--- src/rtl/lerm_pkg.sv ---
// Shared types and constants for the link error-rate anomaly monitor.
package lerm_pkg;

	// Field and register widths fixed by the interface.
	localparam int WIN_W      = 16;
	localparam int PCT_W      = 7;
	localparam int OUTCOME_W  = 2;
	localparam int CFG_DATA_W = 16;
	localparam int CFG_IDX_W  = 1;

	// Percent scale and number of quotient bits the divider resolves.
	localparam int PCT_SCALE = 100;
	localparam int QUO_STEPS = 7;
	localparam int STEP_W    = 3;

	// Parse outcome codes.
	localparam logic [OUTCOME_W-1:0] OUTCOME_INCOMPLETE = 2'd0;
	localparam logic [OUTCOME_W-1:0] OUTCOME_GOOD       = 2'd1;
	localparam logic [OUTCOME_W-1:0] OUTCOME_BAD        = 2'd2;

	// Configuration register indexes.
	localparam logic [CFG_IDX_W-1:0] REG_WINDOW_PACKETS = 1'd0;
	localparam logic [CFG_IDX_W-1:0] REG_ERROR_THRESH   = 1'd1;

	// Sequencer states.
	typedef enum logic [2:0] {
		ST_IDLE,
		ST_COUNT,
		ST_DIVIDE,
		ST_EVAL,
		ST_DONE
	} state_t;

endpackage

--- src/rtl/lerm_div.sv ---
// Serial restoring divider that resolves one quotient bit per cycle.
module lerm_div #(
	parameter int COUNT_BITS = 16
) (
	input  logic                            clk,
	input  logic                            arst_n,
	input  logic                            start,
	input  logic [COUNT_BITS+lerm_pkg::PCT_W-1:0] dividend,
	input  logic [COUNT_BITS-1:0]           divisor,
	output logic                            done,
	output logic [lerm_pkg::PCT_W-1:0]      quotient
);
	import lerm_pkg::*;

	localparam int W = COUNT_BITS + PCT_W;

	logic [W-1:0]      rem_q;
	logic [W-1:0]      dsr_q;
	logic [PCT_W-1:0]  quo_q;
	logic [STEP_W-1:0] step_q;
	logic              busy_q;
	logic              done_q;
	logic              ge;
	logic [W-1:0]      diff;

	// The shared compare and subtract.
	assign ge   = (rem_q >= dsr_q);
	assign diff = rem_q - dsr_q;

	// Control: step counter, busy and done pulse.
	always_ff @(posedge clk or negedge arst_n) begin
		if (!arst_n) begin
			busy_q <= 1'b0;
			done_q <= 1'b0;
			step_q <= '0;
		end else begin
			done_q <= 1'b0;
			if (start) begin
				busy_q <= 1'b1;
				step_q <= STEP_W'(QUO_STEPS - 1);
			end else if (busy_q) begin
				if (step_q == '0) begin
					busy_q <= 1'b0;
					done_q <= 1'b1;
				end else begin
					step_q <= step_q - 1'b1;
				end
			end
		end
	end

	// Datapath: the divisor starts aligned to the top quotient bit and shifts right.
	always_ff @(posedge clk) begin
		if (start) begin
			rem_q <= dividend;
			dsr_q <= W'(divisor) << (QUO_STEPS - 1);
			quo_q <= '0;
		end else if (busy_q) begin
			if (ge) begin
				rem_q <= diff;
			end
			quo_q <= {quo_q[PCT_W-2:0], ge};
			dsr_q <= dsr_q >> 1;
		end
	end

	assign done     = done_q;
	assign quotient = quo_q;

endmodule

--- src/rtl/link_error_rate_anomaly_monitor_top.sv ---
// Top level of the link error-rate anomaly monitor.
//
// Each input word is one parse outcome. An incomplete outcome is accepted and then loads
// the result register. A good or bad packet is accepted, then updates the saturating counts
// and forms errors times 100, then runs through the serial divider (seven steps that each
// resolve one bit of the percentage and a final one in which it signals done), then
// evaluates the window, and then loads the result register. The input is ready again only
// once the previous result has moved to the output register, so while the consumer does
// not stall the divider sets the packet rate. The result register lets a finished result
// wait for the consumer while the next word is accepted. Configuration writes are taken at
// any time and have no wait.
module link_error_rate_anomaly_monitor_top #(
	parameter int COUNT_BITS = 16
) (
	input  logic                              clk,
	input  logic                              arst_n,
	input  logic                              cfg_we,
	input  logic [lerm_pkg::CFG_IDX_W-1:0]    cfg_index,
	input  logic [lerm_pkg::CFG_DATA_W-1:0]   cfg_data,
	input  logic                              in_valid,
	output logic                              in_ready,
	input  logic [lerm_pkg::OUTCOME_W-1:0]    outcome,
	output logic                              out_valid,
	input  logic                              out_ready,
	output logic                              anomaly,
	output logic                              new_alert,
	output logic [lerm_pkg::PCT_W-1:0]        error_percent
);
	import lerm_pkg::*;

	localparam int PROD_W = COUNT_BITS + PCT_W;
	localparam int CMP_W  = (COUNT_BITS > WIN_W) ? COUNT_BITS : WIN_W;

	state_t state_q, state_d;

	logic [WIN_W-1:0]      window_q;
	logic [PCT_W-1:0]      thresh_q;
	logic [COUNT_BITS-1:0] packet_q;
	logic [COUNT_BITS-1:0] error_q;
	logic [PCT_W-1:0]      rate_q;
	logic                  flag_q;
	logic                  rose_q;
	logic                  is_bad_q;
	logic                  out_valid_q;
	logic                  out_anom_q;
	logic                  out_rose_q;
	logic [PCT_W-1:0]      out_pct_q;

	logic                  in_acc;
	logic                  out_free;
	logic [COUNT_BITS-1:0] packet_inc;
	logic [COUNT_BITS-1:0] error_inc;
	logic [PROD_W-1:0]     err_ext;
	logic [PROD_W-1:0]     product;
	logic                  div_start;
	logic                  div_done;
	logic [PCT_W-1:0]      div_quo;
	logic                  window_full;
	logic [CMP_W-1:0]      half_ext;
	logic [CMP_W-1:0]      count_max_ext;
	logic [COUNT_BITS-1:0] half_c;
	logic                  flag_new;

	assign in_acc   = in_valid && in_ready;
	assign out_free = !out_valid_q || out_ready;

	// Configuration registers.
	always_ff @(posedge clk or negedge arst_n) begin
		if (!arst_n) begin
			window_q <= WIN_W'(100);
			thresh_q <= PCT_W'(20);
		end else if (cfg_we) begin
			unique case (cfg_index)
				REG_WINDOW_PACKETS: window_q <= cfg_data[WIN_W-1:0];
				REG_ERROR_THRESH:   thresh_q <= cfg_data[PCT_W-1:0];
				default: ;
			endcase
		end
	end

	// Saturating count increments and errors times 100 as a sum of shifts.
	assign packet_inc = (packet_q == '1) ? packet_q : packet_q + 1'b1;
	assign error_inc  = (!is_bad_q || error_q == '1) ? error_q : error_q + 1'b1;
	assign err_ext    = PROD_W'(error_inc);
	assign product    = (err_ext << 6) + (err_ext << 5) + (err_ext << 2);

	// Window test and slide target, limited to the counter range.
	assign window_full   = (CMP_W'(packet_q) >= CMP_W'(window_q));
	assign half_ext      = CMP_W'(window_q >> 1);
	assign count_max_ext = CMP_W'({COUNT_BITS{1'b1}});
	assign half_c        = (half_ext > count_max_ext) ? COUNT_BITS'(count_max_ext)
	                                                  : COUNT_BITS'(half_ext);
	assign flag_new      = (div_quo >= thresh_q);

	assign div_start = (state_q == ST_COUNT);

	lerm_div #(
		.COUNT_BITS(COUNT_BITS)
	) u_div (
		.clk      (clk),
		.arst_n   (arst_n),
		.start    (div_start),
		.dividend (product),
		.divisor  (packet_inc),
		.done     (div_done),
		.quotient (div_quo)
	);

	// Sequencer state register.
	always_ff @(posedge clk or negedge arst_n) begin
		if (!arst_n) begin
			state_q <= ST_IDLE;
		end else begin
			state_q <= state_d;
		end
	end

	// Next state and handshake outputs.
	always_comb begin
		state_d  = state_q;
		in_ready = 1'b0;
		unique case (state_q)
			ST_IDLE: begin
				in_ready = 1'b1;
				if (in_valid) begin
					state_d = (outcome == OUTCOME_INCOMPLETE) ? ST_DONE : ST_COUNT;
				end
			end
			ST_COUNT:  state_d = ST_DIVIDE;
			ST_DIVIDE: if (div_done) state_d = ST_EVAL;
			ST_EVAL:   state_d = ST_DONE;
			ST_DONE:   if (out_free) state_d = ST_IDLE;
			default:   state_d = ST_IDLE;
		endcase
	end

	// Monitor state: counts, stored percentage and anomaly flag.
	always_ff @(posedge clk or negedge arst_n) begin
		if (!arst_n) begin
			packet_q <= '0;
			error_q  <= '0;
			rate_q   <= '0;
			flag_q   <= 1'b0;
			rose_q   <= 1'b0;
			is_bad_q <= 1'b0;
		end else begin
			unique case (state_q)
				ST_IDLE: begin
					if (in_acc) begin
						is_bad_q <= outcome[1];
						rose_q   <= 1'b0;
					end
				end
				ST_COUNT: begin
					packet_q <= packet_inc;
					error_q  <= error_inc;
				end
				ST_EVAL: begin
					rate_q <= div_quo;
					if (window_full) begin
						flag_q   <= flag_new;
						rose_q   <= flag_new && !flag_q;
						packet_q <= half_c;
						if (error_q > half_c) begin
							error_q <= half_c;
						end
					end
				end
				default: ;
			endcase
		end
	end

	// Result register: holds a finished word until the consumer takes it.
	always_ff @(posedge clk or negedge arst_n) begin
		if (!arst_n) begin
			out_valid_q <= 1'b0;
		end else if (state_q == ST_DONE && out_free) begin
			out_valid_q <= 1'b1;
		end else if (out_ready) begin
			out_valid_q <= 1'b0;
		end
	end

	always_ff @(posedge clk) begin
		if (state_q == ST_DONE && out_free) begin
			out_anom_q <= flag_q;
			out_rose_q <= rose_q;
			out_pct_q  <= rate_q;
		end
	end

	assign out_valid     = out_valid_q;
	assign anomaly       = out_anom_q;
	assign new_alert     = out_rose_q;
	assign error_percent = out_pct_q;

endmodule

--- config.mk ---
export PLATFORM = sky130hd
export DESIGN_NAME = link_error_rate_anomaly_monitor_top
export DESIGN_NICKNAME = d
export VERILOG_FILES = /design/src/rtl/lerm_pkg.sv /design/src/rtl/lerm_div.sv /design/src/rtl/link_error_rate_anomaly_monitor_top.sv
export SDC_FILE = /design/constraint.sdc
export NUM_CORES = 1
export LEC_CHECK = 0
export BUFFER_PORTS_ARGS = -buffer_cell sky130_fd_sc_hd__buf_2
export CAP_MARGIN = 20
export CORE_MARGIN = 5
export CORE_UTILIZATION = 30
export CTS_BUF_LIST = sky130_fd_sc_hd__clkbuf_4
export DETAILED_ROUTE_END_ITERATION = 7
export GPL_TIMING_DRIVEN = 0
export HOLD_SLACK_MARGIN = 0.12
export SLEW_MARGIN = 10
export SYNTH_ARGS = -nofsm -noshare
export SYNTH_HDL_FRONTEND = slang
export SYNTH_SLANG_ARGS = --single-unit
--- constraint.sdc ---
create_clock -name clk -period 4.58 [get_ports clk]
set_clock_uncertainty 0.2 [all_clocks]
set_input_delay 1.374 -clock clk [delete_from_list [all_inputs] [get_ports clk]]
set_output_delay 1.374 -clock clk [all_outputs]
set_load 0.1 [all_outputs]
# Word-level counts from Yosys, hierarchy flattened
# Cells that the tools add are included.
# Widths: inputs -> output; s select.
[totals]
reg_bits = 135
out_inout_bits = 11
word_cells = 104
[classes]
addsub = 6
order_cmp = 5
n_eq_ne = 13
muxes = 33
bitwise_logic = 1
n_reduce_logical = 26
[op_table]
columns = ["operator", "n"]
rows = [
  ["$mux 16", 6],
  ["$mux 23", 3],
  ["$pmux 16 s2", 2],
  ["$mux 22", 2],
  ["$add 16x1->16 const B", 2],
  ["$eq 16x16->1 const B", 2],
  ["$add 22x21->23", 1],
  ["$add 23x18->23", 1],
  ["$ge 23x22->1", 1],
  ["$sub 23x22->23", 1],
  ["$mux 3", 7],
  ["$ge 16x16->1", 1],
  ["$gt 15x16->1 const B", 1],
  ["$gt 16x16->1", 1],
  ["$pmux 3 s5", 1],
  ["$reduce_and 2->1", 7],
  ["$ne 2x2->1 const B", 6],
  ["$mux 1", 11],
  ["$reduce_bool 2->1", 5],
  ["$reduce_and 3->1", 3],
  ["$ge 7x7->1", 1],
  ["$eq 3x2->1 const B", 2],
  ["$logic_not 3->1", 2],
  ["$eq 3x1->1 const B", 1],
  ["other kinds (9)", 14],
]

# Longest topological paths before layout
[depth]
ltp_word = 6
depth_mapped = 20
mapped_depth_nobuf = 18

# Modules after synthesis
# Synthesis repeated with hierarchy kept, for this count alone.
[unflattened]
cells_unflattened = 1099
hier_area_um2 = 10184.8
[modules_own_cells]
columns = ["mod", "n_inst", "cells_each", "area_per_inst_um2", "seq_area_each_um2"]
rows = [
  ["link_error_rate_anomaly_monitor_top", 1, 685, 6447.4, 2003.2],
  ["lerm_div", 1, 414, 3737.3, 1556.5],
]

# Worst setup path after synthesis
# No wires, ideal clock.
[synth_path]
path_kind = "flip-flop to flip-flop"
startpoint = "reg error_q[11]"
endpoint = "reg u_div.rem_q[18] (data pin)"
setup_ps = 268
arrival_ps = 3832
t_required_ps = 4112
setup_slack_ps = 280
stages_incl_launch_ff = 19
path_cell_list = "dfrtp_1 > nand4_4 > nor2_4 > nand3_2 > o21ai_2 > nor2_1 > xnor2_2 > inv_1 > ha_1 > ha_1 > fa_1 > a211oi_1 > o21bai_1 > a41oi_1 > o21ai_0 > and4b_1 > a31o_2 > o21ai_0 > o21ai_0"
[synth_between]
elab_chain_cells = 6
[synth_lines]
columns = ["element", "line", "source"]
rows = [
  ["start, declared", "link_error_rate_anomaly_monitor_top.sv:39", "logic [COUNT_BITS-1:0] error_q;"],
  ["start signal, assigned", "link_error_rate_anomaly_monitor_top.sv:156", "error_q <= error_inc;"],
  ["start signal, assigned", "link_error_rate_anomaly_monitor_top.sv:165", "error_q <= half_c;"],
  ["parallel branches: the longest is 2 deep, another holds $add 16x1->16", "n/a", ""],
  ["$mux 16 (*)", "link_error_rate_anomaly_monitor_top.sv:83", "assign error_inc = (!is_bad_q || error_q == '1) ? error_q : error_q + 1'b1;"],
  ["$add 22x21->23", "link_error_rate_anomaly_monitor_top.sv:85", "assign product = (err_ext << 6) + (err_ext << 5) + (err_ext << 2);"],
  ["$add 23x18->23 (*)", "link_error_rate_anomaly_monitor_top.sv:85", ""],
  ["$mux 23 (*)", "lerm_div.sv:54", "if (start) begin"],
  ["end signal, assigned", "lerm_div.sv:55", "rem_q <= dividend;"],
  ["end signal, assigned", "lerm_div.sv:60", "rem_q <= diff;"],
  ["end, declared", "lerm_div.sv:17", "logic [W-1:0] rem_q;"],
]
# Every way passes the cells marked *.
# A chain may end at the register's enable or synchronous reset.

# Final worst setup path
[layout_path]
startpoint = "reg error_q[1]"
endpoint = "reg u_div.rem_q[21] (data pin)"
# Same word-level chain as after synthesis.

==> results by group <==
Logic synthesis
  • XOR/XNOR Fraction of Synth Area: about 6.5%
  • Largest cells by area after synthesis: dfrtp_1 18%, edfxtp_1 15%, ha_1 12%, nand2_1 5.1%, o21ai_0 4.6%
  • Top-count cell post-synth: nand2_1
  • Synthesized cell area: slightly below 10000 sq um
  • Register bit total from synthesis: about 140
  • Synth Net Count: around 1200
  • Yosys warns: 0
  • Largest family of logic cells by synthesized area: compound AO/OA/AOI/OAI gates
  • Cell taking the most area after synthesis: dfrtp_1
  • Post-synthesis adder-cell area fraction: approximately 13%
  • Share of Yosys cell area claimed by the top area cell type: between 10% and 20%
  • Synth top cells by count: 130 x nand2_1, 95 x ha_1, 89 x o21ai_0, 88 x a21oi_1, 74 x nor2_1
  • Cells after synthesis: between 1000 and 1500
  • Share of the synthesized area in compound gates (AO/OA/AOI/OAI): between 15 and 20%
  • Multiplexer share of the synthesized area: around 2.8%
  • Post-Synth Simple-Gate Area: between 15 and 20%
  • Synth Area per Inst: approximately 8.9 sq um
  • Number of synthesized flops with an enable pin: 48
  • Seq/Total Area, Yosys: between 30% and 40%
  • Netlist cell types: 84
  • Ys async rst share: between 50% and 60%
  • Top_reg_cell synth: dfrtp_1

Power
  • Leakage Power: 4.801 nW
  • PD cells: between 800 and 900 nW/um^2
  • Total Power: roughly 9.1 mW
  • Worst VDD drop: ~0.34 mV

Worst setup path
  • Reg2reg end: u_div.rem_q[21]
  • Worst EP arrival: between 4000 and 5000 ps
  • WP data required: 4700 ps
  • Reg2reg path depth: 19
  • Reg2reg start: error_q[1]
  • Crit Path Category: reg2reg
  • Crit start category: flip-flop
  • Critical path endpoint category: flip-flop
  • Worst setup endpoint: u_div.rem_q[21]
  • Crit path launch: error_q[1]
  • Flop2flop setup slack: roughly 240 ps
  • CP Max Fanout: 10

Worst hold path
  • Worst hold path type: reg2reg

Clock network
  • # H-tree levels: 4
  • CTS tree: done
  • Clk buf depth: 2
  • CTS Sinks: between 100 and 150
  • Total CTS buffers: 17
  • Worst-Skew Late Latency: roughly 580 ps
  • Clk slew on worst S/H paths: ~150 ps
  • CTS root buffer: clkbuf_4

GRT
  • Grt ovf: 0
  • Vias in the first global route: roughly 7900
  • First-pass GRT wire length: around 43 mm
  • Largest net degree at the start of global routing: 59
  • Initial antenna violation count: 1
  • All-layer global routing usage: around 15%

Timing
  • Fmax achieved: approximately 0.23 GHz
  • Slew Viols, Final: 0
  • Worst slew margin: between 40% and 50%
  • Final Hold Fails: 0
  • Setup TNS: 0 ps
  • Setup Viol. Count Final: 0
  • Worst Tran Pin Value: 862.5 ps
  • Shortest period the worst path allows: approximately 4300 ps
  • Final cycle utilization of the critical path: between 90 and 100%

Finish
  • Area growth syn-to-layout: 13.78%
  • Fill count: about 3300
  • Nets: around 1300
  • Share of layout cells above drive strength 1: 15.32%

Route
  • Highest metal used: met4
  • Met2 wire len: around 13 mm
  • Mean routed wirelength per cell: roughly 17 um
  • Met1 Routed Length: roughly 12 mm
  • Iter 0 DRT Violations: ~750
  • DR DRC count: 0
  • TritonRoute pass-1 iters: 5
  • Wire length on met3: 1.335 mm
  • Post-Route WL: between 20 and 30 mm
  • Vias after detailed routing: about 8200
  • Via/cell ratio: roughly 5.2
  • Post-route ant nets: 0

Placement
  • Buffers on Ports: 34
  • Post-DP HPWL: around 21 mm
  • GPL Wtd Cong: around 0.88

Floorplanning
  • Chip width: between 150 and 200 um
  • Die H: around 190 um
  • Total die area: approximately 36000 sq um
  • Initial Util: a little under a third
  • # rows: 65
  • I/O pin cnt: 35
  • Core Footprint: ~32000 sq um

Outcome
  • Status: finished clean

Run
  • Max Cap Violations: 0
-- repair_timing --
| item | in CTS | in global routing |
|---|---|---|
| gates resized for setup | 14 | 25 |
| endpoints found under the setup margin | 7 | 7 |
| pin swaps | 2 | 9 |
| hold buffers | 0 | 0 |
| buffers inserted | 6 | 20 |
-- state kept, by name (all words and copies together), names as in the netlist --
register and cells:
window_q 16, u_div.step_q 3, rose_q 1, error_q 16
rate_q 7, u_div.busy_q 1, error_percent 7, flag_q 1
packet_q 16, new_alert 1, is_bad_q 1, u_div.dsr_q 22
u_div.quotient 7, thresh_q 7, u_div.done 1, out_valid 1
anomaly 1, u_div.rem_q 23, state_q 3
-- critical path: stages (launching register included) --
cell	delay, ps
dfrtp_2	400
ha_1	150
clkbuf_4	230
nand3_1	140
or3_4	440
nor2_4	170
xnor2_1	210
inv_1	150
xnor2_1	150
ha_1	190
o21bai_1	160
ha_1	270
clkbuf_1	190
a21oi_1	220
o21ai_0	120
a21oi_1	150
o31ai_1	80
a21oi_1	180
xor2_1	200
a211oi_1	90
-- area by class of cell --
| cell class | count | area (sq um) | area share [%] |
|---|---|---|---|
| flip-flops and latches | 135 | 3575 | 32.59 |
| clock buffers | 17 | 127.6 | 1.163 |
| diodes | 1 | 2.502 | 0.02281 |
| inverters | 67 | 251.5 | 2.293 |
| well taps | 402 | 503.0 | 4.585 |
| plain buffers | 45 | 195.2 | 1.779 |
| multi-input cells | 834 | 5756 | 52.47 |
| clock inverters | 15 | 148.9 | 1.357 |
| repair buffers | 62 | 410.4 | 3.741 |
-- placed cells by master, fill, tap and decap left out, types with 9 or more instances in the layout --
master	synthesis	final
xor2_1	24	24
nand2b_1	14	14
clkbuf_4	0	18
xnor2_1	38	36
dfrtp_1	69	57
ha_1	95	93
o22ai_1	13	13
a211oi_1	10	9
mux2_2	10	10
mux2i_1	16	16
edfxtp_1	48	48
a21o_1	12	12
buf_4	1	27
inv_1	67	67
o21ai_0	89	84
nand4_1	10	10
o21a_1	10	10
nand2_1	130	128
dfrtp_2	0	12
and3_1	10	10
nor2b_1	14	14
nor3_1	12	10
clkbuf_1	30	30
a21oi_1	88	88
buf_2	11	43
dfxtp_1	13	13
o21bai_1	13	13
nor2_1	74	73
nand3_1	44	43
-- per-stage QoR --
step / area (sq um) / hold slack (ps) / utilization, % / cells / setup slack [ps]
after global routing: 10970 / 294.4 / 34.67 / 1578 / -29.39
after detailed placement: 10360 / 243.0 / 32.75 / 1519 / -469.7
final: 10970 / 273.2 / 34.67 / 1578 / 237.8
after global placement: 10310 / 234.1 / 32.60 / 1517 / -781.8
after CTS: 10720 / 277.6 / 33.88 / 1557 / 3.571
after floorplan: 9641 / 224.8 / - / 1081 / 279.7
-- worst min path at each step --
stage	start	end	slack [ps]	depth (start not counted)
after floorplan	rate_q[0]	error_percent[0]	220	0
after global placement	rate_q[5]	error_percent[5]	230	0
after detailed placement	rate_q[1]	error_percent[1]	240	0
after CTS	rate_q[6]	error_percent[6]	280	0
after global routing	rate_q[5]	error_percent[5]	290	0
final	rate_q[6]	error_percent[6]	270	0
-- cell families after synthesis --
kind of cell	count (synthesis)
compound gates	304
buf+inv	112
xor+xnor	67
simple gates	340
flops	135
mux	26
fa+ha+maj	97
-- metal layers --
layer | vias up | GRT usage, %
li1 | 4051 | -
met3 | 31 | 2.249
met5 | - | 0
met4 | 0 | 4.090
met1 | 3922 | 20.65
met2 | 215 | 24.67
-- power breakdown --
| part | leakage [nW] | internal, mW | switching [mW] | total (mW) |
|---|---|---|---|---|
| clock | 0.155 | 0.248 | 0.558 | 0.806 |
| sequential | 1.48 | 1.94 | 0.402 | 2.34 |
| combinational | 3.17 | 2.38 | 3.54 | 5.92 |
Note: power is estimated with default switching activity, not from simulation.
